`src/rtl/utfv_pkg.sv`:
```
// utfv_pkg: types, status codes and constants shared by the UTF-8 stream validator.
// No dependencies; every other file in rtl/ takes names from here by scope.
package utfv_pkg;

    localparam int unsigned QUEUE_DEPTH = 4;

    typedef enum logic {
        CMD_FEED   = 1'b0,
        CMD_FINISH = 1'b1
    } t_cmd;

    typedef enum logic [2:0] {
        ST_OK         = 3'd0,
        ST_BAD_LEAD   = 3'd1,
        ST_BAD_CONT   = 3'd2,
        ST_OVERLONG   = 3'd3,
        ST_SURROGATE  = 3'd4,
        ST_TOO_LARGE  = 3'd5,
        ST_INCOMPLETE = 3'd6,
        ST_POISONED   = 3'd7
    } t_status;

    typedef struct packed {
        logic       command;
        logic [7:0] byte_value;
    } t_in_item;

    typedef struct packed {
        logic [7:0] out_byte;
        logic       byte_valid;
        t_status    status;
        logic       last;
    } t_out_item;

    // One classified item: either a release of 1..4 bytes or a single status result.
    typedef struct packed {
        logic [3:0][7:0] seq;
        logic [1:0]      last_idx;
        logic            rel;
        t_status         status;
    } t_job;

    typedef struct packed {
        logic valid;
        t_job job;
    } t_job_push;

    localparam logic [20:0] MIN_CP_2   = 21'h00080;
    localparam logic [20:0] MIN_CP_3   = 21'h00800;
    localparam logic [20:0] MIN_CP_4   = 21'h10000;
    localparam logic [20:0] SURR_LO    = 21'h0D800;
    localparam logic [20:0] SURR_HI    = 21'h0DFFF;
    localparam logic [20:0] MAX_CP     = 21'h10FFFF;

endpackage

```
`src/rtl/utfv_front.sv`:
```
// utfv_front: accepts items, keeps the pending sequence and poison flag, classifies
// each item into one job. Depends on utfv_pkg.
module utfv_front (
    input  logic                i_clk,
    input  logic                i_rst_n,
    input  logic                i_accept,
    input  utfv_pkg::t_in_item  i_item,
    output utfv_pkg::t_job_push o_push
);

    logic [7:0] r_held [3];
    logic [1:0] r_count;
    logic       r_poison;

    logic [1:0] n_count;
    logic       n_poison;
    logic       held_wr;

    logic [7:0]  b;
    logic [2:0]  len_b;
    logic [2:0]  len_h;
    logic [20:0] cp;
    logic [20:0] min_cp;
    utfv_pkg::t_job job;

    function automatic logic [2:0] lead_len(input logic [7:0] v);
        logic [2:0] l;
        begin
            if (v[7] == 1'b0)              l = 3'd1;
            else if (v[7:5] == 3'b110)     l = 3'd2;
            else if (v[7:4] == 4'b1110)    l = 3'd3;
            else if (v[7:3] == 5'b11110)   l = 3'd4;
            else                           l = 3'd0;
            return l;
        end
    endfunction

    assign b     = i_item.byte_value;
    assign len_b = lead_len(b);
    assign len_h = lead_len(r_held[0]);

    always_comb begin
        case (len_h)
            3'd2: begin
                cp     = {10'd0, r_held[0][4:0], b[5:0]};
                min_cp = utfv_pkg::MIN_CP_2;
            end
            3'd3: begin
                cp     = {5'd0, r_held[0][3:0], r_held[1][5:0], b[5:0]};
                min_cp = utfv_pkg::MIN_CP_3;
            end
            default: begin
                cp     = {r_held[0][2:0], r_held[1][5:0], r_held[2][5:0], b[5:0]};
                min_cp = utfv_pkg::MIN_CP_4;
            end
        endcase
    end

    always_comb begin
        job          = '0;
        job.status   = utfv_pkg::ST_OK;
        job.last_idx = 2'd0;
        job.rel      = 1'b0;
        n_count      = r_count;
        n_poison     = r_poison;
        held_wr      = 1'b0;
        if (r_poison) begin
            job.status = utfv_pkg::ST_POISONED;
        end else if (i_item.command == utfv_pkg::CMD_FINISH) begin
            if (r_count != 2'd0) begin
                job.status = utfv_pkg::ST_INCOMPLETE;
                n_poison   = 1'b1;
                n_count    = 2'd0;
            end
        end else if (r_count == 2'd0) begin
            if (len_b == 3'd0) begin
                job.status = utfv_pkg::ST_BAD_LEAD;
                n_poison   = 1'b1;
            end else if (len_b == 3'd1) begin
                job.rel    = 1'b1;
                job.seq[0] = b;
            end else begin
                held_wr = 1'b1;
                n_count = 2'd1;
            end
        end else if (b[7:6] != 2'b10) begin
            job.status = utfv_pkg::ST_BAD_CONT;
            n_poison   = 1'b1;
            n_count    = 2'd0;
        end else if (({1'b0, r_count} + 3'd1) < len_h) begin
            held_wr = 1'b1;
            n_count = r_count + 2'd1;
        end else begin
            // sequence complete: range checks on the assembled code point
            n_count = 2'd0;
            if (cp < min_cp) begin
                job.status = utfv_pkg::ST_OVERLONG;
                n_poison   = 1'b1;
            end else if (cp >= utfv_pkg::SURR_LO && cp <= utfv_pkg::SURR_HI) begin
                job.status = utfv_pkg::ST_SURROGATE;
                n_poison   = 1'b1;
            end else if (cp > utfv_pkg::MAX_CP) begin
                job.status = utfv_pkg::ST_TOO_LARGE;
                n_poison   = 1'b1;
            end else begin
                job.rel      = 1'b1;
                job.last_idx = r_count;
                job.seq[0]   = r_held[0];
                job.seq[1]   = (len_h == 3'd2) ? b : r_held[1];
                job.seq[2]   = (len_h == 3'd3) ? b : r_held[2];
                job.seq[3]   = b;
            end
        end
    end

    always_ff @(posedge i_clk) begin
        if (!i_rst_n) begin
            r_count  <= 2'd0;
            r_poison <= 1'b0;
        end else if (i_accept) begin
            r_count  <= n_count;
            r_poison <= n_poison;
        end
    end

    // held bytes carry no reset; only entries below the count are read
    always_ff @(posedge i_clk) begin
        if (i_accept && held_wr) begin
            r_held[r_count] <= b;
        end
    end

    assign o_push.valid = i_accept;
    assign o_push.job   = job;

endmodule

```
`src/rtl/utfv_queue.sv`:
```
// utfv_queue: short FIFO of classified jobs between front and back.
// Depends on utfv_pkg. DEPTH must be a power of two, at least 2.
module utfv_queue #(
    parameter int unsigned DEPTH = utfv_pkg::QUEUE_DEPTH
) (
    input  logic                i_clk,
    input  logic                i_rst_n,
    input  utfv_pkg::t_job_push i_push,
    input  logic                i_pop,
    output utfv_pkg::t_job      o_head,
    output logic                o_full,
    output logic                o_empty
);

    localparam int unsigned PW = $clog2(DEPTH);
    localparam int unsigned CW = $clog2(DEPTH + 1);

    utfv_pkg::t_job r_mem [DEPTH];
    logic [PW-1:0]  r_wr_ptr;
    logic [PW-1:0]  r_rd_ptr;
    logic [CW-1:0]  r_count;

    logic do_wr;
    logic do_rd;

    assign o_full  = (r_count == CW'(DEPTH));
    assign o_empty = (r_count == '0);
    assign do_wr   = i_push.valid && !o_full;
    assign do_rd   = i_pop && !o_empty;
    assign o_head  = r_mem[r_rd_ptr];

    always_ff @(posedge i_clk) begin
        if (!i_rst_n) begin
            r_wr_ptr <= '0;
            r_rd_ptr <= '0;
            r_count  <= '0;
        end else begin
            if (do_wr) r_wr_ptr <= r_wr_ptr + PW'(1);
            if (do_rd) r_rd_ptr <= r_rd_ptr + PW'(1);
            case ({do_wr, do_rd})
                2'b10:   r_count <= r_count + CW'(1);
                2'b01:   r_count <= r_count - CW'(1);
                default: r_count <= r_count;
            endcase
        end
    end

    always_ff @(posedge i_clk) begin
        if (do_wr) begin
            r_mem[r_wr_ptr] <= i_push.job;
        end
    end

endmodule

```
`src/rtl/utfv_back.sv`:
```
// utfv_back: takes jobs from the queue and emits their results one per cycle while pop is high.
// Depends on utfv_pkg.
module utfv_back (
    input  logic                i_clk,
    input  logic                i_rst_n,
    input  utfv_pkg::t_job      i_head,
    input  logic                i_q_empty,
    output logic                o_q_pop,
    output utfv_pkg::t_out_item o_result,
    output logic                o_empty,
    input  logic                i_pop
);

    utfv_pkg::t_job r_job;
    logic [1:0]     r_idx;
    logic           r_busy;

    logic at_last;
    logic done;
    logic load;

    assign at_last = (r_idx == r_job.last_idx);
    assign done    = r_busy && i_pop && at_last;
    assign load    = !i_q_empty && (!r_busy || done);
    assign o_q_pop = load;
    assign o_empty = !r_busy;

    always_ff @(posedge i_clk) begin
        if (!i_rst_n) begin
            r_busy <= 1'b0;
            r_idx  <= 2'd0;
        end else if (load) begin
            r_busy <= 1'b1;
            r_idx  <= 2'd0;
        end else if (done) begin
            r_busy <= 1'b0;
        end else if (r_busy && i_pop) begin
            r_idx <= r_idx + 2'd1;
        end
    end

    always_ff @(posedge i_clk) begin
        if (load) begin
            r_job <= i_head;
        end
    end

    assign o_result.out_byte   = r_job.rel ? r_job.seq[r_idx] : 8'd0;
    assign o_result.byte_valid = r_job.rel;
    assign o_result.status     = r_job.status;
    assign o_result.last       = at_last;

endmodule

```
`src/rtl/utf8_stream_validator.sv`:
```
// utf8_stream_validator: top level of the streaming UTF-8 validator.
// Depends on utfv_pkg, utfv_front, utfv_queue and utfv_back.
//
// Usage notes
//   Input channel: queue-style. An item (command, byte_value) is taken at a
//   rising edge with push high and full low. command feed passes one byte,
//   command finish closes the stream.
//   Result channel: queue-style. While empty is low the oldest result sits on
//   o_result; it is taken at an edge with pop high. Every item gives at least
//   one result; a completed valid sequence gives one result per byte, last
//   marks the final result of an item.
//   Path: an accepted item's job is written into the job queue, then loaded
//   into the result register, where its first result is shown.
//   Throughput: one item per cycle while results are drained. Each job gives
//   one result per pop (1 to 4), so the output port sets the rate; each held
//   byte of a longer sequence also gives a status-only result.
//   Stalls: the job queue (QUEUE_DEPTH entries) plus the result register let
//   the front keep accepting while pop is held low; full rises once the
//   queue is full and a stalled result holds steady.
//   Reset: synchronous, active low; clears pending count, poison flag, queue
//   and output state. No clearing pass; the block is ready the cycle after.
//   Errors poison the block until the next reset.
module utf8_stream_validator #(
    parameter int unsigned QUEUE_DEPTH = utfv_pkg::QUEUE_DEPTH
) (
    input  logic                i_clk,
    input  logic                i_rst_n,
    input  logic                push,
    output logic                full,
    input  utfv_pkg::t_in_item  i_item,
    output logic                empty,
    input  logic                pop,
    output utfv_pkg::t_out_item o_result
);

    utfv_pkg::t_job_push front_push;
    utfv_pkg::t_job      q_head;
    logic                q_empty;
    logic                q_pop;
    logic                accept;

    assign accept = push && !full;

    // front: classify and update the pending-sequence state
    utfv_front u_front (
        .i_clk    (i_clk),
        .i_rst_n  (i_rst_n),
        .i_accept (accept),
        .i_item   (i_item),
        .o_push   (front_push)
    );

    // decoupling queue; its full flag is the input back-pressure
    utfv_queue #(
        .DEPTH (QUEUE_DEPTH)
    ) u_queue (
        .i_clk   (i_clk),
        .i_rst_n (i_rst_n),
        .i_push  (front_push),
        .i_pop   (q_pop),
        .o_head  (q_head),
        .o_full  (full),
        .o_empty (q_empty)
    );

    // back: expand each job into its results
    utfv_back u_back (
        .i_clk     (i_clk),
        .i_rst_n   (i_rst_n),
        .i_head    (q_head),
        .i_q_empty (q_empty),
        .o_q_pop   (q_pop),
        .o_result  (o_result),
        .o_empty   (empty),
        .i_pop     (pop)
    );

endmodule

```
`config.mk`:
```
export PLATFORM = sky130hd
export DESIGN_NAME = utf8_stream_validator
export DESIGN_NICKNAME = d
export VERILOG_FILES = /design/src/rtl/utfv_pkg.sv /design/src/rtl/utfv_front.sv /design/src/rtl/utfv_queue.sv /design/src/rtl/utfv_back.sv /design/src/rtl/utf8_stream_validator.sv
export SDC_FILE = /design/constraint.sdc
export NUM_CORES = 1
export LEC_CHECK = 0
export BUFFER_PORTS_ARGS = -buffer_cell sky130_fd_sc_hd__buf_2
export CORE_UTILIZATION = 45
export CTS_CLUSTER_SIZE = 14
export DETAILED_ROUTE_END_ITERATION = 16
export PLACE_DENSITY_LB_ADDON = 0.15
export SYNTH_ARGS = -nofsm -noshare
export SYNTH_HDL_FRONTEND = slang
export SYNTH_HIERARCHICAL = 1
export SYNTH_SLANG_ARGS = --single-unit
```
`constraint.sdc`:
```
create_clock -name i_clk -period 5.1 [get_ports i_clk]
set_input_delay 0.255 -clock i_clk [delete_from_list [all_inputs] [get_ports i_clk]]
set_output_delay 0.255 -clock i_clk [all_outputs]
set_load 0.01 [all_outputs]
```
# ---- After elaboration in Yosys (flattened, before gate mapping)
# Memories as Yosys holds them, arrays and structs flattened. A register that Yosys moved wholly into a read port is not among the register bits.
# Cells that the tools add are included.
dict set report totals {
  ff_bits 13
  ram_bits 176
  input_bits 13
  output_inout_bits 15
  elab_cells 132
  memories 2
}
dict set report classes {
  n_addsub 7
  order_cmp 6
  eq_ne 17
  muxes 69
  n_bitwise 3
  n_reduce_logical 21
}
# name words width read_ports rd_ports_with_merged_regs wr line
set mem_list {}
lappend mem_list {u_queue.r_mem 4 38 1 1 1 utfv_queue.sv:18} ;# utfv_pkg::t_job r_mem [DEPTH];
lappend mem_list {u_front.r_held 3 8 3 0 1 utfv_front.sv:11} ;# logic [7:0] r_held [3];
# operator n
set ops {}
lappend ops {{two-way mux 35 bit} 6}
lappend ops {{two-way mux 8 bit} 7}
lappend ops {{two-way mux 3 bit} 15}
lappend ops {{one-hot mux 21 bit (2 select lines)} 1}
lappend ops {{two-way mux 38 bit} 1}
lappend ops {{one-hot mux 17 bit (2 select lines)} 1}
lappend ops {{two-way mux 1 bit} 26}
lappend ops {{two-way mux 24 bit} 1}
lappend ops {{greater-or-equal comparator 21 x 16 -> 1 bit, second input constant} 1}
lappend ops {{greater-than comparator 21 bit, second input constant} 1}
lappend ops {{less-or-equal comparator 21 x 16 -> 1 bit, second input constant} 1}
lappend ops {{< comparator 21 x 17 -> 1 bit} 1}
lappend ops {{binary-select mux 8 bit (select 2 bit)} 1}
lappend ops {{two-way mux 2 bit} 8}
lappend ops {{== test 5 bit, second input constant} 2}
lappend ops {{== test 3 bit, second input constant} 3}
lappend ops {{adder 2 x 1 -> 2 bit, second input constant} 4}
lappend ops {{== test 4 bit, second input constant} 2}
lappend ops {{logical AND 1 bit} 8}
lappend ops {{== test 3 x 2 -> 1 bit, second input constant} 2}
lappend ops {{zero test 3 bit} 2}
lappend ops {{!= test 3 bit, second input constant} 2}
lappend ops {{one-hot mux 3 bit (2 select lines)} 1}
lappend ops {{nonzero test 2 bit} 3}
lappend ops {{19 further kinds} 23}

# ---- Depth between registers and ports, before layout
# Gate-level depths: netlist (run 1).
# An unclocked memory read counts as a cell.
dict set report depth {
  depth_word 17
  mapped_depth 12
  depth_no_buf 10
}

# ---- By module
# Netlist (run 1), hierarchy kept.
# module instances cells_each area_each_um2 seq_area_each_um2
set by_module_without_submodules {}
lappend by_module_without_submodules {utfv_queue 1 252 5993.2 4744.6}
lappend by_module_without_submodules {utfv_front 1 218 2084.5 780.7}
lappend by_module_without_submodules {utfv_back 1 85 1649.1 1201.2}
lappend by_module_without_submodules {utf8_stream_validator 1 1 13.8 0.0}

# ---- Least setup slack after synthesis (run 1)
# Ideal clock, no wire load.
dict set report synth_timing {
  path_type {reg2reg}
  start {register u_back.r_idx[0]}
  end {register u_queue.r_count[2]}
  setup_time_ns 0.076
  arrival_ns 4.079
  required_ns 5.024
  slack_ns 0.946
  stages_incl_launch_ff 13
  path_buffers 2
  synth_period_minus_slack_ns 4.154
  cell_sequence {dfxtp_1 buf_6 buf_12 xnor2_1 a31oi_1 nor2_1 nor2b_1 ha_1 inv_1 fa_1 xor2_1 or3_1 a21boi_0}
}
dict set report synth_via {
  elab_chain_cells 7
  word_cells_on_any_way 9
  classes_between {3 x eq/ne; 1 x mux; 5 x reduce/logical}
}
# element line
set synth_lines {}
lappend synth_lines {{from (decl)} utfv_back.sv:15} ;# logic [1:0] r_idx;
lappend synth_lines {{from (signal assigned)} utfv_back.sv:38} ;# r_idx <= r_idx + 2'd1;
lappend synth_lines {{== test 2 bit (*)} utfv_back.sv:22} ;# assign at_last = (r_idx == r_job.last_idx);
lappend synth_lines {{logical AND 1 bit (*)} utfv_back.sv:23} ;# assign done = r_busy && i_pop && at_last;
lappend synth_lines {{logical OR 1 bit (*)} utfv_back.sv:24} ;# assign load = !i_q_empty && (!r_busy || done);
lappend synth_lines {{logical AND 1 bit (*)} utfv_back.sv:24}
lappend synth_lines {{net q_pop} utf8_stream_validator.sv:39} ;# logic q_pop;
lappend synth_lines {{logical AND 1 bit (*)} utfv_queue.sv:29} ;# assign do_rd = i_pop && !o_empty;
lappend synth_lines {{net u_queue.do_rd} utfv_queue.sv:24} ;# logic do_rd;
lappend synth_lines {{== test 2 x 1 -> 1 bit / == test 2 bit (equally long branches)} utfv_queue.sv:40} ;# case ({do_wr, do_rd})
lappend synth_lines {{one-hot mux 3 bit (2 select lines) / nonzero test 2 bit (equally long branches)} n/a}
lappend synth_lines {{to (signal assigned)} utfv_queue.sv:41} ;# 2'b10: r_count <= r_count + CW'(1);
lappend synth_lines {{to (signal assigned)} utfv_queue.sv:42} ;# 2'b01: r_count <= r_count - CW'(1);
lappend synth_lines {{to (signal assigned)} utfv_queue.sv:43} ;# default: r_count <= r_count;
lappend synth_lines {{to (decl)} utfv_queue.sv:21} ;# logic [CW-1:0] r_count;
# The timed path passes the listed nets; every way through them passes the cells marked *.
# A chain may end at the register's enable or synchronous reset.

# ---- Worst setup path in the final report (run 1)
# Ends and elaborated chain as after synthesis.

==> results of run 1 <==
[through the flow]
stage	util (%)	std cells
after floorplan	-	556
after global placement	47.0	826
after detailed placement	47.0	826
after CTS	50.8	870
after global routing	50.8	870
final	50.8	870
[how the worst max path moves through the flow]
stage | startpoint | endpoint | slack, ns | cells after the start
detailed placement | u_back/r_idx[0]$_SDFFE_PP0P_ | u_queue/r_count[2]$_SDFFE_PN0P_ | 1.43 | 11
global placement | u_back/r_idx[0]$_SDFFE_PP0P_ | u_queue/r_count[2]$_SDFFE_PN0P_ | 1.62 | 11
global route | u_back/r_idx[0]$_SDFFE_PP0P_ | u_queue/r_count[2]$_SDFFE_PN0P_ | 1.20 | 11
CTS | u_back/r_idx[0]$_SDFFE_PP0P_ | u_queue/r_count[2]$_SDFFE_PN0P_ | 1.43 | 11
finish | u_back/r_idx[0]$_SDFFE_PP0P_ | u_queue/r_count[2]$_SDFFE_PN0P_ | 1.56 | 11
floorplan | u_back/r_idx[0]$_SDFFE_PP0P_ | u_queue/r_count[2]$_SDFFE_PN0P_ | 0.95 | 12
[final cells by class]
class	count	area, um^2
Timing Repair Buffer	31	165
Inverter	24	90.1
Clock buffer	30	664
Multi-Input combinational cell	267	2610
Fill cell	1724	10400
Tap cell	275	344
Sequential cell	229	6730
Clock inverter	14	151
[cell usage in the layout, fill, tap and decap left out, drive strengths merged, types with 5 or more instances in the layout]
cell	count
clkbuf	30
mux2i	12
nand2	22
and3	12
a21oi	9
edfxtp	214
nor3	28
dfxtp	15
buf	31
ha	12
nor2	16
a221oi	5
inv	24
o21ai	13
and2	17
o211ai	6
clkinv	8
mux4	46
[power by group]
group | switching [mW] | internal (mW)
Combinational | 0.538 | 0.431
Sequential | 0.137 | 2.50
Clock | 0.679 | 1.08
Total | 1.35 | 4.00
[kinds of logic (layout without fill, tap and decap cells)]
kind of cell / after synthesis / after routing
simple gates: 127 / 127
xor+xnor: 5 / 5
compound gates: 63 / 63
fa+ha+maj: 13 / 13
mux: 58 / 58
buf+inv: 60 / 99
other cells: 1 / 1
flops: 229 / 229
[worst max-delay path, cell delays in order (launching register included)]
cell and delay [ns]:
dfxtp_1 0.86, xnor2_1 0.24, a31oi_1 0.21, nor2_4 0.11, buf_4 0.46, nor2b_1 0.27, ha_1 0.21, inv_1 0.06
fa_1 0.37, xor2_1 0.16, or3_1 0.32, a21boi_0 0.18
[layer usage]
metal / vias to the layer above / wire [um] / global-route usage, %
met5: - / 0 / 0
met4: 0 / 223 / 3.42
met3: 19 / 858 / 2.63
met2: 93 / 8790 / 28.6
met1: 2428 / 8480 / 24.9
li1: 2242 / - / -
[state kept, by name, indices dropped and copies added (netlist names), named ones only]
name,count
u_queue/r_count,3
u_queue/r_mem,152
u_queue/r_rd_ptr,2
u_queue/r_wr_ptr,2
u_back/r_idx,2
u_front/r_held,24
u_back/o_result,4
u_back/r_busy,1
u_front/r_poison,1
u_back/r_job,34
u_front/r_count,2
==> results by group, run 1 <==
Outcome
  • Status: finished, final reports clean

STA
  • Slew @ Worst Pin: 1.14 ns
  • Final Cycle Share: 69.5%
  • Slew HR: 23.9%
  • Setup WS post-layout: 1.56 ns
  • Final setup TNS: 0 ns
  • RSZ-0062 raised after global routing: false
  • Skew final: 0.0106 ns
  • Final setup vio count: 0
  • Fin crit period: 3.54 ns
  • WHS: 0.0307 ns
  • Fin. Hold Viols: 0
  • Max Slew Vio Count: 0
  • Fmax: 0.282 GHz

Worst setup path
  • Crit-path max FO: 41
  • Worst flop-to-flop path endpoint: u_queue/r_count[2]$_SDFFE_PN0P_
  • Critical Path Source Type: flip-flop
  • Crit path DAT: 3.96 ns
  • Worst setup EP type: flip-flop
  • Worst Reg-to-Reg Cells: 11
  • Req. time, crit path: 5.52 ns
  • Critical R2R Launch: u_back/r_idx[0]$_SDFFE_PP0P_
  • Worst R2R Setup Slack: 1.56 ns
  • WS Path Type: reg -> reg

Die
  • Die Y: 149 um
  • # rows: 53
  • Die ar.: 22200 um^2
  • Core Box Area: 21200 um^2
  • Io pins: 28
  • Die width: 149 um
  • Initial Util: 46.0%

CTS
  • Sink Count: 229
  • Postcts setup bufs: 0
  • CTS Buffer Depth: 3
  • H-tree depth: 1
  • Clk_lat worst skew: 0.50 ns
  • Number of buffers created by CTS: 25
  • CTS Root Cell: clkbuf_16
  • Hold buffer count at CTS: 0
  • CTS tree: built
  • Clock-pin slew on the worst setup and hold paths: 0.06 ns
  • Cts repair resizes: 0

Job
  • MaxCap Viol Count: 0

Hold path
  • Hold Path Sink: u_front/r_held[1][1]$_DFFE_PP_
  • Hold Crit Depth: 1
  • Hold_sp: i_item[1]
  • Hold WC Path Type: in -> reg

Yosys
  • Post-synthesis mux area share: 12.0%
  • Top-count cell post-synth: edfxtp_1
  • Cell taking the most area after synthesis: edfxtp_1
  • Syn Nets: 582
  • Post-Syn Instances: 556
  • Register area share after synthesis: 69.1%
  • Area share of fa/ha/maj cells after synthesis: 1.75%
  • Number of synthesized flops with an enable pin: 214
  • Post-synthesis compound-gate area fraction: 4.93%
  • Post-Syn Area: 9740 um^2
  • Largest family of logic cells by synthesized area: multiplexers
  • Post-synth top area share: 66.0%
  • Top FF cell, synth: edfxtp_1
  • Yosys cell types: 70
  • Most instantiated cells after synthesis: 214 x edfxtp_1, 42 x mux4_2, 24 x inv_1, 24 x nor3_1, 22 x nand2_1
  • Mean Syn Cell Area: 17.5 um^2
  • Flops & latches, synth: 229
  • YS warnings: 6
  • Ranking of synthesized cells by area: edfxtp_1 66%, mux4_2 9.7%, dfxtp_1 3.1%, ha_1 1.5%, mux2i_1 1.2%
  • Synth Area in XOR/XNOR: 0.450%
  • Asr flop ratio synth: 0%
  • Post-Synth Simple-Gate Area: 7.50%

Global route
  • Largest net degree at the start of global routing: 42
  • Initial antenna violation count: 0
  • Total gr overflow: 0
  • Vias in the first global route: 5029
  • Tot GR Track Use: 17.4%
  • First-pass GRT wire length: 29100 um

Placed design
  • RePlAce Congestion: 0.925
  • Dpl hpwl: 11400 um
  • Area post-placement: 9940 um^2
  • IO buf count: 27
  • Pre-CTS WS: 1.43 ns

Power
  • Max rail drop VDD: 284 uV
  • Tot Pwr: 5.36 mW
  • Leakage: 3.66 nW
  • Pwr/cell area: 498 nW/um^2

Route
  • Final ANT Viol Nets: 0
  • 1st-iter DRT viols: 282
  • Avg WL per Cell: 21.1 um
  • Post-route DRC: 0
  • Via count: 4782
  • Pre-Repair DR Iteration Count: 4
  • Final WL: 18300 um
  • DR vias/cell: 5.50

Finish
  • Synthesis-to-finish area growth: 10.4%
  • Layout cells sized above 1: 23.2%
  • Final Cell Area: 10800 um^2
  • N_diodes: 0
  • Fin nets: 604
Power figures use the tool's default switching activity.
==> run 2, diff against run 1 <==
==> constraint.sdc (replaced) <==
create_clock -name i_clk -period 3.4 [get_ports i_clk]
set_input_delay 0.17 -clock i_clk [delete_from_list [all_inputs] [get_ports i_clk]]
set_output_delay 0.17 -clock i_clk [all_outputs]
set_load 0.01 [all_outputs]
==> run 2 against run 1 <==
Net effect:
- hold slack worse by 0.021 ns
- clock-buffer cell count up 1
- sequential cell count stayed put
- global-route usage rose by 1.4 points
- final cell count up 1.7%
- sequential power grew 52%
- via count increased by 5.7%
- combinational power is 56% higher
- die area unchanged
- fmax is 15% higher
- clock skew is 0.0020 ns higher
- total power rose by 51%
==> results by group, run 2 (synthesized netlist as in run 1, its figures left out) <==
Die
  • # rows: 53 (unchanged)
  • Initial Util: 46.0% (unchanged)
  • Die width: 149 um (unchanged)
  • Die ar.: 22200 um^2 (unchanged)
  • Die Y: 149 um (unchanged)
  • Io pins: 28 (unchanged)
  • Core Box Area: 21200 um^2 (unchanged)

STA
  • Fmax: 0.325 GHz (+15%)
  • Setup WS post-layout: 0.323 ns (-1.23 ns)
  • Final setup TNS: 0 ns (unchanged)
  • Skew final: 0.0126 ns (+0.00204 ns)
  • Final Cycle Share: 90.5% (+21 points)
  • Fin. Hold Viols: 0 (unchanged)
  • Slew @ Worst Pin: 1.10 ns (-0.0469 ns)
  • Max Slew Vio Count: 0 (unchanged)
  • Fin crit period: 3.08 ns (-0.468 ns)
  • Slew HR: 27.0% (+3.1 points)
  • RSZ-0062 raised after global routing: false
  • Final setup vio count: 0 (unchanged)

Finish
  • Max reg flops: 152 (unchanged)
  • Fin nets: 620 (+2.6%)
  • Most frequent cells in the layout: 214 x edfxtp_1, 42 x mux4_2, 27 x buf_2
  • Regs by FF count: u_queue/r_mem x152, u_back/r_job x34, u_front/r_held x24
  • N_diodes: 0 (unchanged)
  • Layout cells sized above 1: 24.1% (+0.91 points)
  • Commonest non-fill, non-tap cell in the layout: edfxtp_1
  • Synthesis-to-finish area growth: 12.2%
  • Biggest register: u_queue/r_mem
  • Fillers: 1737 (+0.75%)

Route
  • Final ANT Viol Nets: 0 (unchanged)
  • Pre-Repair DR Iteration Count: 5 (+1)
  • Avg WL per Cell: 22.5 um (+6.6%)
  • DR vias/cell: 5.71 (+3.9%)
  • Post-route DRC: 0 (unchanged)
  • Final WL: 19900 um (+8.4%)
  • Via count: 5053 (+5.7%)
  • 1st-iter DRT viols: 352 (+25%)

Power
  • Max rail drop VDD: 291 uV (+2.4%)
  • Tot Pwr: 8.07 mW (+51%)
  • Pwr/cell area: 739 nW/um^2 (+48%)
  • Leakage: 3.72 nW (+1.7%)

CTS
  • Clk_lat worst skew: 0.50 ns (about the same)
  • CTS Buffer Depth: 3 (unchanged)
  • CTS Root Cell: clkbuf_16
  • Number of buffers created by CTS: 24 (-4.0%)
  • Clock-pin slew on the worst setup and hold paths: 0.06 ns (about the same)
  • H-tree depth: 1 (unchanged)
  • Sink Count: 229 (unchanged)
  • CTS tree: built
  • Cts repair resizes: 0 (unchanged)

Worst setup path
  • WS Path Type: reg -> reg
  • Worst flop-to-flop path endpoint: u_queue/r_mem[0][10]$_DFFE_PP_
  • Critical R2R Launch: u_front/r_held[0][4]$_DFFE_PP_
  • Crit path DAT: 3.33 ns (-0.63 ns)
  • Crit-path max FO: 28 (-32%)
  • Worst Setup EP: u_queue/r_mem[0][10]$_DFFE_PP_
  • Worst Reg-to-Reg Cells: 9 (-2)
  • Worst setup startpoint: u_front/r_held[0][4]$_DFFE_PP_
  • Worst setup EP type: flip-flop
  • Worst R2R Setup Slack: 0.32 ns (-1.23 ns)
  • Critical Path Source Type: flip-flop
  • Req. time, crit path: 3.65 ns (-1.87 ns)

Outcome
  • Status: finished, final reports clean

Placed design
  • Pre-CTS WS: 0.356 ns (-1.08 ns)
  • RePlAce Congestion: 0.846 (-8.6%)
  • Dpl hpwl: 12700 um (+12%)
  • IO buf count: 27 (unchanged)

Hold path
  • Hold WC Path Type: in -> reg

Global route
  • Largest net degree at the start of global routing: 41 (-2.4%)
  • Vias in the first global route: 5197 (+3.3%)
  • First-pass GRT wire length: 30900 um (+6.3%)
  • Tot GR Track Use: 18.8% (+1.4 points)
  • Total gr overflow: 0 (unchanged)
  • Initial antenna violation count: 0 (unchanged)

Job
  • MaxCap Viol Count: 0 (unchanged)
==> run 2: cell type report <==
cell class / instances / area (um^2) / share of cell area [%]
Multi-Input combinational cell: 267 / 2610 / 23.9
Inverter: 24 / 90.1 / 0.825
Clock inverter: 11 / 133 / 1.21
Clock buffer: 31 / 648 / 5.93
Sequential cell: 229 / 6730 / 61.6
Tap cell: 275 / 344 / 3.15
Timing Repair Buffer: 48 / 368 / 3.37
==> run 2: routing by layer <==
| layer | wire (um) | GRT usage [%] | up-vias | part of all wire, % |
|---|---|---|---|---|
| met5 | 0 | 0 | - | 0 |
| met4 | 285 | 4.74 | 0 | 1.4 |
| met3 | 1000 | 2.66 | 19 | 5.0 |
| met2 | 9590 | 30.1 | 124 | 48 |
| met1 | 9010 | 27.1 | 2627 | 45 |
| li1 | - | - | 2283 | - |
==> run 2: worst min-delay path by stage <==
stage / start / cells past startpoint / endpoint / slack, ns
after global routing: i_item[4] / 1 / u_front/r_held[0][4]$_DFFE_PP_ / 0.006
after floorplan: i_item[0] / 0 / u_front/r_held[0][0]$_DFFE_PP_ / 0.27
after global placement: u_queue/r_rd_ptr[0]$_SDFFE_PN0P_ / 2 / flip-flop / 0.46
after detailed placement: i_item[8] / 2 / u_front/r_count[0]$_SDFFE_PN0P_ / 0.46
after CTS: i_item[4] / 1 / u_front/r_held[0][4]$_DFFE_PP_ / 0.006
final: i_item[4] / 1 / u_front/r_held[0][4]$_DFFE_PP_ / 0.01
==> run 2: power by group <==
group | internal, mW | leakage [nW] | total (mW) | switching [mW]
Combinational | 0.711 | 1.13 | 1.51 | 0.800
Clock | 1.57 | 0.377 | 2.57 | 0.998
Sequential | 3.75 | 2.22 | 4.00 | 0.245
==> run 2: critical path, stage by stage (launching register included) <==
cell and delay [ns]:
edfxtp_1 0.51, and2_2 0.27, nor2_1 0.19, inv_1 0.13, ha_1 0.29, a311oi_1 0.11, nor2_2 0.42, o2111ai_4 0.18
buf_4 0.28, o31ai_1 0.43
==> run 2: metrics by stage <==
stage                     cells  util [%]  hold WS [ns]  area [um^2]
final                       885      51.6       0.00955        10900
after detailed placement    838      47.7         0.465        10100
after global routing        885      51.6       0.00622        10900
after CTS                   885      51.6       0.00639        10900
after floorplan             556         -         0.269         9750
after global placement      838      47.7         0.460        10100
==> run 2: what timing repair did <==
item | 4_1_cts | 5_1_grt
hold endpoints to repair | 11 | 0
setup buffers | 0 | 0
hold buffers | 5 | 0
==> run 3, diff against run 2 <==
--- a/config.mk
+++ b/config.mk
@@ -5,6 +5,7 @@
 export SDC_FILE = /design/constraint.sdc
 export NUM_CORES = 1
 export LEC_CHECK = 0
+export ABC_AREA = 1
 export BUFFER_PORTS_ARGS = -buffer_cell sky130_fd_sc_hd__buf_2
 export CORE_UTILIZATION = 45
 export CTS_CLUSTER_SIZE = 14
==> constraint.sdc (replaced) <==
create_clock -name i_clk -period 3.6 [get_ports i_clk]
set_input_delay 0.18 -clock i_clk [delete_from_list [all_inputs] [get_ports i_clk]]
set_output_delay 0.18 -clock i_clk [all_outputs]
set_load 0.01 [all_outputs]
==> run 3 against run 2 <==
Net effect:
- setup slack better by 0.017 ns
- via count up 26%
- non-clock buffer count rose by 3
- utilization up 0.48 points
- clock-buffer cell count grew 2
- critical endpoint is now u_queue/r_mem[0][18]$_DFFE_PP_
- largest cell class unchanged
- largest power group unchanged
- highest routed layer unchanged
==> results by group, run 3 <==
Route
  • Via count: 6350 (+26%)
  • 1st-iter DRT viols: 661 (+88%)
  • DR vias/cell: 5.30 (-7.2%)
  • Post-route DRC: 0 (unchanged)
  • Final WL: 22000 um (+10%)
  • Avg WL per Cell: 18.3 um (-18%)
  • Final ANT Viol Nets: 0 (unchanged)
  • Pre-Repair DR Iteration Count: 7 (+2)

Finish
  • Most frequent cells in the layout: 214 x edfxtp_1, 153 x nor2_1, 110 x o21ai_0
  • Layout cells sized above 1: 13.4% (-11 points)
  • Synthesis-to-finish area growth: 12.1% (about the same)
  • Commonest non-fill, non-tap cell in the layout: edfxtp_1
  • Fin nets: 932 (+50%)
  • Fillers: 1863 (+7.3%)
  • N_diodes: 0 (unchanged)
  • Biggest register: u_queue/r_mem
  • Max reg flops: 152 (unchanged)
  • Post-Layout Cell Count: 1198 (+35%)
  • Regs by FF count: u_queue/r_mem x152, u_back/r_job x34, u_front/r_held x24

CTS
  • Sink Count: 229 (unchanged)
  • CTS Root Cell: clkbuf_16
  • H-tree depth: 1 (unchanged)
  • Clk_lat worst skew: 0.51 ns (about the same)
  • Number of buffers created by CTS: 24 (unchanged)
  • Clock-pin slew on the worst setup and hold paths: 0.06 ns (about the same)
  • CTS tree: built
  • CTS Buffer Depth: 3 (unchanged)

STA
  • RSZ-0062 raised after global routing: false
  • Slew @ Worst Pin: 0.923 ns (-0.172 ns)
  • Skew final: 0.0119 ns (-0.000700 ns)
  • Final setup TNS: 0 ns (unchanged)
  • Fin crit period: 3.26 ns (+0.183 ns)
  • Slew HR: 38.4% (+11 points)
  • Max Slew Vio Count: 0 (unchanged)
  • Fin. Hold Viols: 0 (unchanged)
  • Final setup vio count: 0 (unchanged)
  • Fmax: 0.307 GHz (-5.6%)
  • Final Cycle Share: 90.5% (about the same)

Placed design
  • IO buf count: 27 (unchanged)
  • RePlAce Congestion: 0.896 (+6.0%)
  • DP Cell Count: 1148 (+37%)
  • Dpl hpwl: 14000 um (+10%)

Worst setup path
  • Most used cell, CP: nand2_1
  • Worst flop-to-flop path endpoint: u_queue/r_mem[0][18]$_DFFE_PP_
  • Worst Reg-to-Reg Cells: 18 (+9)
  • Critical path buffers and inverters: 3 (+1)
  • Critical Path Slowest Stage Cell: edfxtp_1
  • Worst R2R Setup Slack: 0.34 ns (+0.02 ns)
  • Req. time, crit path: 3.92 ns (+0.27 ns)
  • Crit path DAT: 3.58 ns (+0.25 ns)
  • CP delay by family, top: simple AND/OR/NAND/NOR gates
  • Critical Path Source Type: flip-flop
  • Critical R2R Launch: u_front/r_held[0][7]$_DFFE_PP_
  • Crit-path max FO: 17 (-39%)
  • Worst setup EP type: flip-flop
  • WS Path Type: reg -> reg
  • Crit path cell chain: nand2_2 > inv_1 > nand2_2 > inv_2 > or2_1 > nand2_1 > inv_1 > ha_1 > nand3_1 > nor2_1 > nand2_1 > nand2_1 > nand2_1 > nand2_2 > nand3_2 > nor2_4 > nand3_4 > nor2_1
  • Worst path max stage delay: 0.44 ns (-0.07 ns)

Yosys
  • Cell taking the most area after synthesis: edfxtp_1
  • Post-Syn Area: 9900 um^2 (+1.6%)
  • Post-synth top area share: 64.9% (-1.1 points)
  • YS warnings: 6 (unchanged)
  • Yosys cell types: 39 (-44%)
  • Post-Syn Instances: 869 (+56%)
  • Ranking of synthesized cells by area: edfxtp_1 65%, nor2_1 6.0%, o21ai_0 5.6%, dfxtp_1 3.0%, nand2_1 3.0%
  • Syn Nets: 895 (+54%)
  • Flops & latches, synth: 229 (unchanged)
  • Asr flop ratio synth: 0% (unchanged)
  • Top-count cell post-synth: edfxtp_1
  • Number of synthesized flops with an enable pin: 214 (unchanged)
  • Most instantiated cells after synthesis: 214 x edfxtp_1, 158 x nor2_1, 110 x o21ai_0, 80 x nand2_1, 74 x inv_1
  • Mean Syn Cell Area: 11.4 um^2 (-35%)
  • Top FF cell, synth: edfxtp_1
  • Register area share after synthesis: 67.9% (-1.1 points)

Job
  • MaxCap Viol Count: 0 (unchanged)

Die
  • # rows: 53 (unchanged)
  • Die Y: 150 um (+0.80%)
  • Initial Util: 46.5% (+0.46 points)
  • Die width: 150 um (+0.80%)
  • Core Box Area: 21300 um^2 (+0.63%)
  • Die ar.: 22600 um^2 (+1.6%)
  • Io pins: 28 (unchanged)

Global route
  • Tot GR Track Use: 20.3% (+1.5 points)
  • Initial antenna violation count: 1 (+1)
  • Total gr overflow: 0 (unchanged)
  • Largest net degree at the start of global routing: 77 (+88%)
  • First-pass GRT wire length: 34200 um (+10%)
  • Vias in the first global route: 6048 (+16%)

Hold path
  • Hold_sp: i_rst_n
  • Hold WC Path Type: in -> reg
  • Hold Path Sink: u_queue/r_count[2]$_SDFFE_PN0P_
  • Hold Crit Depth: 3 (+2)

Power
  • Leakage: 3.96 nW (+6.3%)
  • Max rail drop VDD: 339 uV (+16%)
  • Sw Pwr: 2.54 mW (+24%)
  • Comb pwr share: 23.7% (+5.0 points)
  • Seq pwr share: 47.0% (-2.5 points)
  • Pwr/cell area: 737 nW/um^2 (-0.29%)
  • Internal power: 5.64 mW (-6.6%)
  • Clock share of power: 29.3% (-2.5 points)
  • Sw frac: 31.1% (+5.8 points)

Outcome
  • Status: finished, final reports clean
## run 3: cell count changes after synthesis, sizes merged, moves of 37 or more
cell	before	now
nor2	16	171
inv	24	82
nand2	22	91
o22ai	2	39
o21ai	13	130
mux4	46	0
## run 3: repair_timing
item | 4_1_cts | 5_1_grt
hold buffers | 7 | 0
buffers inserted | 0 | 0
gates resized for setup | 0 | 3
endpoints found under the setup margin | 0 | 12
endpoints found under the hold margin | 21 | 0
## run 3: power groups by stage
| stage | sequential [mW] | clock (mW) | combinational [mW] |
|---|---|---|---|
| after floorplan | 3.84 | 0 | 1.44 |
| after global placement | 3.90 | 0 | 1.93 |
| after detailed placement | 3.90 | 0 | 1.96 |
| after CTS | 3.85 | 2.45 | 1.96 |
| after global routing | 3.89 | 2.56 | 2.21 |
| final | 3.84 | 2.40 | 1.94 |
## run 3: metal layers
metal	up-vias	global-route usage (%)	part of all wire (%)
li1	3099	-	-
met1	3058	29.5	47
met2	164	31.2	45
met3	29	3.64	5.6
met4	0	5.56	1.9
met5	-	0	0
## run 3: per-stage QoR
stage / worst slack (ns) / util, % / area [um^2] / hold WS (ns) / power [mW]
5_1_grt: 0.0222 / 52.1 / 11100 / 0.0276 / 8.66
4_1_cts: 0.286 / 52.1 / 11100 / 0.000696 / 8.26
3_5_place_dp: 0.306 / 48.1 / 10200 / 0.409 / 5.86
6_report: 0.340 / 52.1 / 11100 / 0.00724 / 8.18
2_1_floorplan: 0.613 / - / 9900 / 0.279 / 5.29
3_3_place_gp: 0.454 / 48.1 / 10200 / 0.399 / 5.83
## run 3: logic make-up after synthesis
| group | count (synthesis) | synth area share (%) |
|---|---|---|
| xor+xnor | 1 | 0.0885 |
| flops | 229 | 67.9 |
| fa+ha+maj | 13 | 1.72 |
| other cells | 1 | 0.0379 |
| simple gates | 300 | 13.1 |
| compound gates | 202 | 11.1 |
| buf+inv | 123 | 6.07 |
## run 3: cell type report
class,instances,area [um^2],share of cell area (%)
Clock buffer,33,666,6.00
Clock inverter,10,101,0.913
Inverter,83,312,2.81
Multi-Input combinational cell,517,2610,23.5
Sequential cell,229,6730,60.6
Tap cell,275,344,3.10
Timing Repair Buffer,51,333,3.00
## run 3: worst max path at each step
stage	start	end	slack [ns]	cells after the start
final	u_front/r_held[0][7]$_DFFE_PP_	u_queue/r_mem[0][18]$_DFFE_PP_	0.34	18
after detailed placement	u_front/r_held[0][7]$_DFFE_PP_	u_queue/r_mem[2][25]$_DFFE_PP_	0.31	18
after CTS	u_front/r_held[0][7]$_DFFE_PP_	u_queue/r_mem[2][25]$_DFFE_PP_	0.29	18
after global routing	u_front/r_held[0][7]$_DFFE_PP_	u_queue/r_mem[0][18]$_DFFE_PP_	0.02	18
after global placement	u_front/r_held[0][7]$_DFFE_PP_	u_queue/r_mem[1][25]$_DFFE_PP_	0.45	18
after floorplan	u_queue/r_count[1]$_SDFFE_PN0P_	u_queue/r_mem[0][0]$_DFFE_PP_	0.61	7
## run 3: tightest hold or removal path, cell delays in order
cell and delay, ns:
buf_2 0.18, nand2_1 0.09, nor2_1 0.03
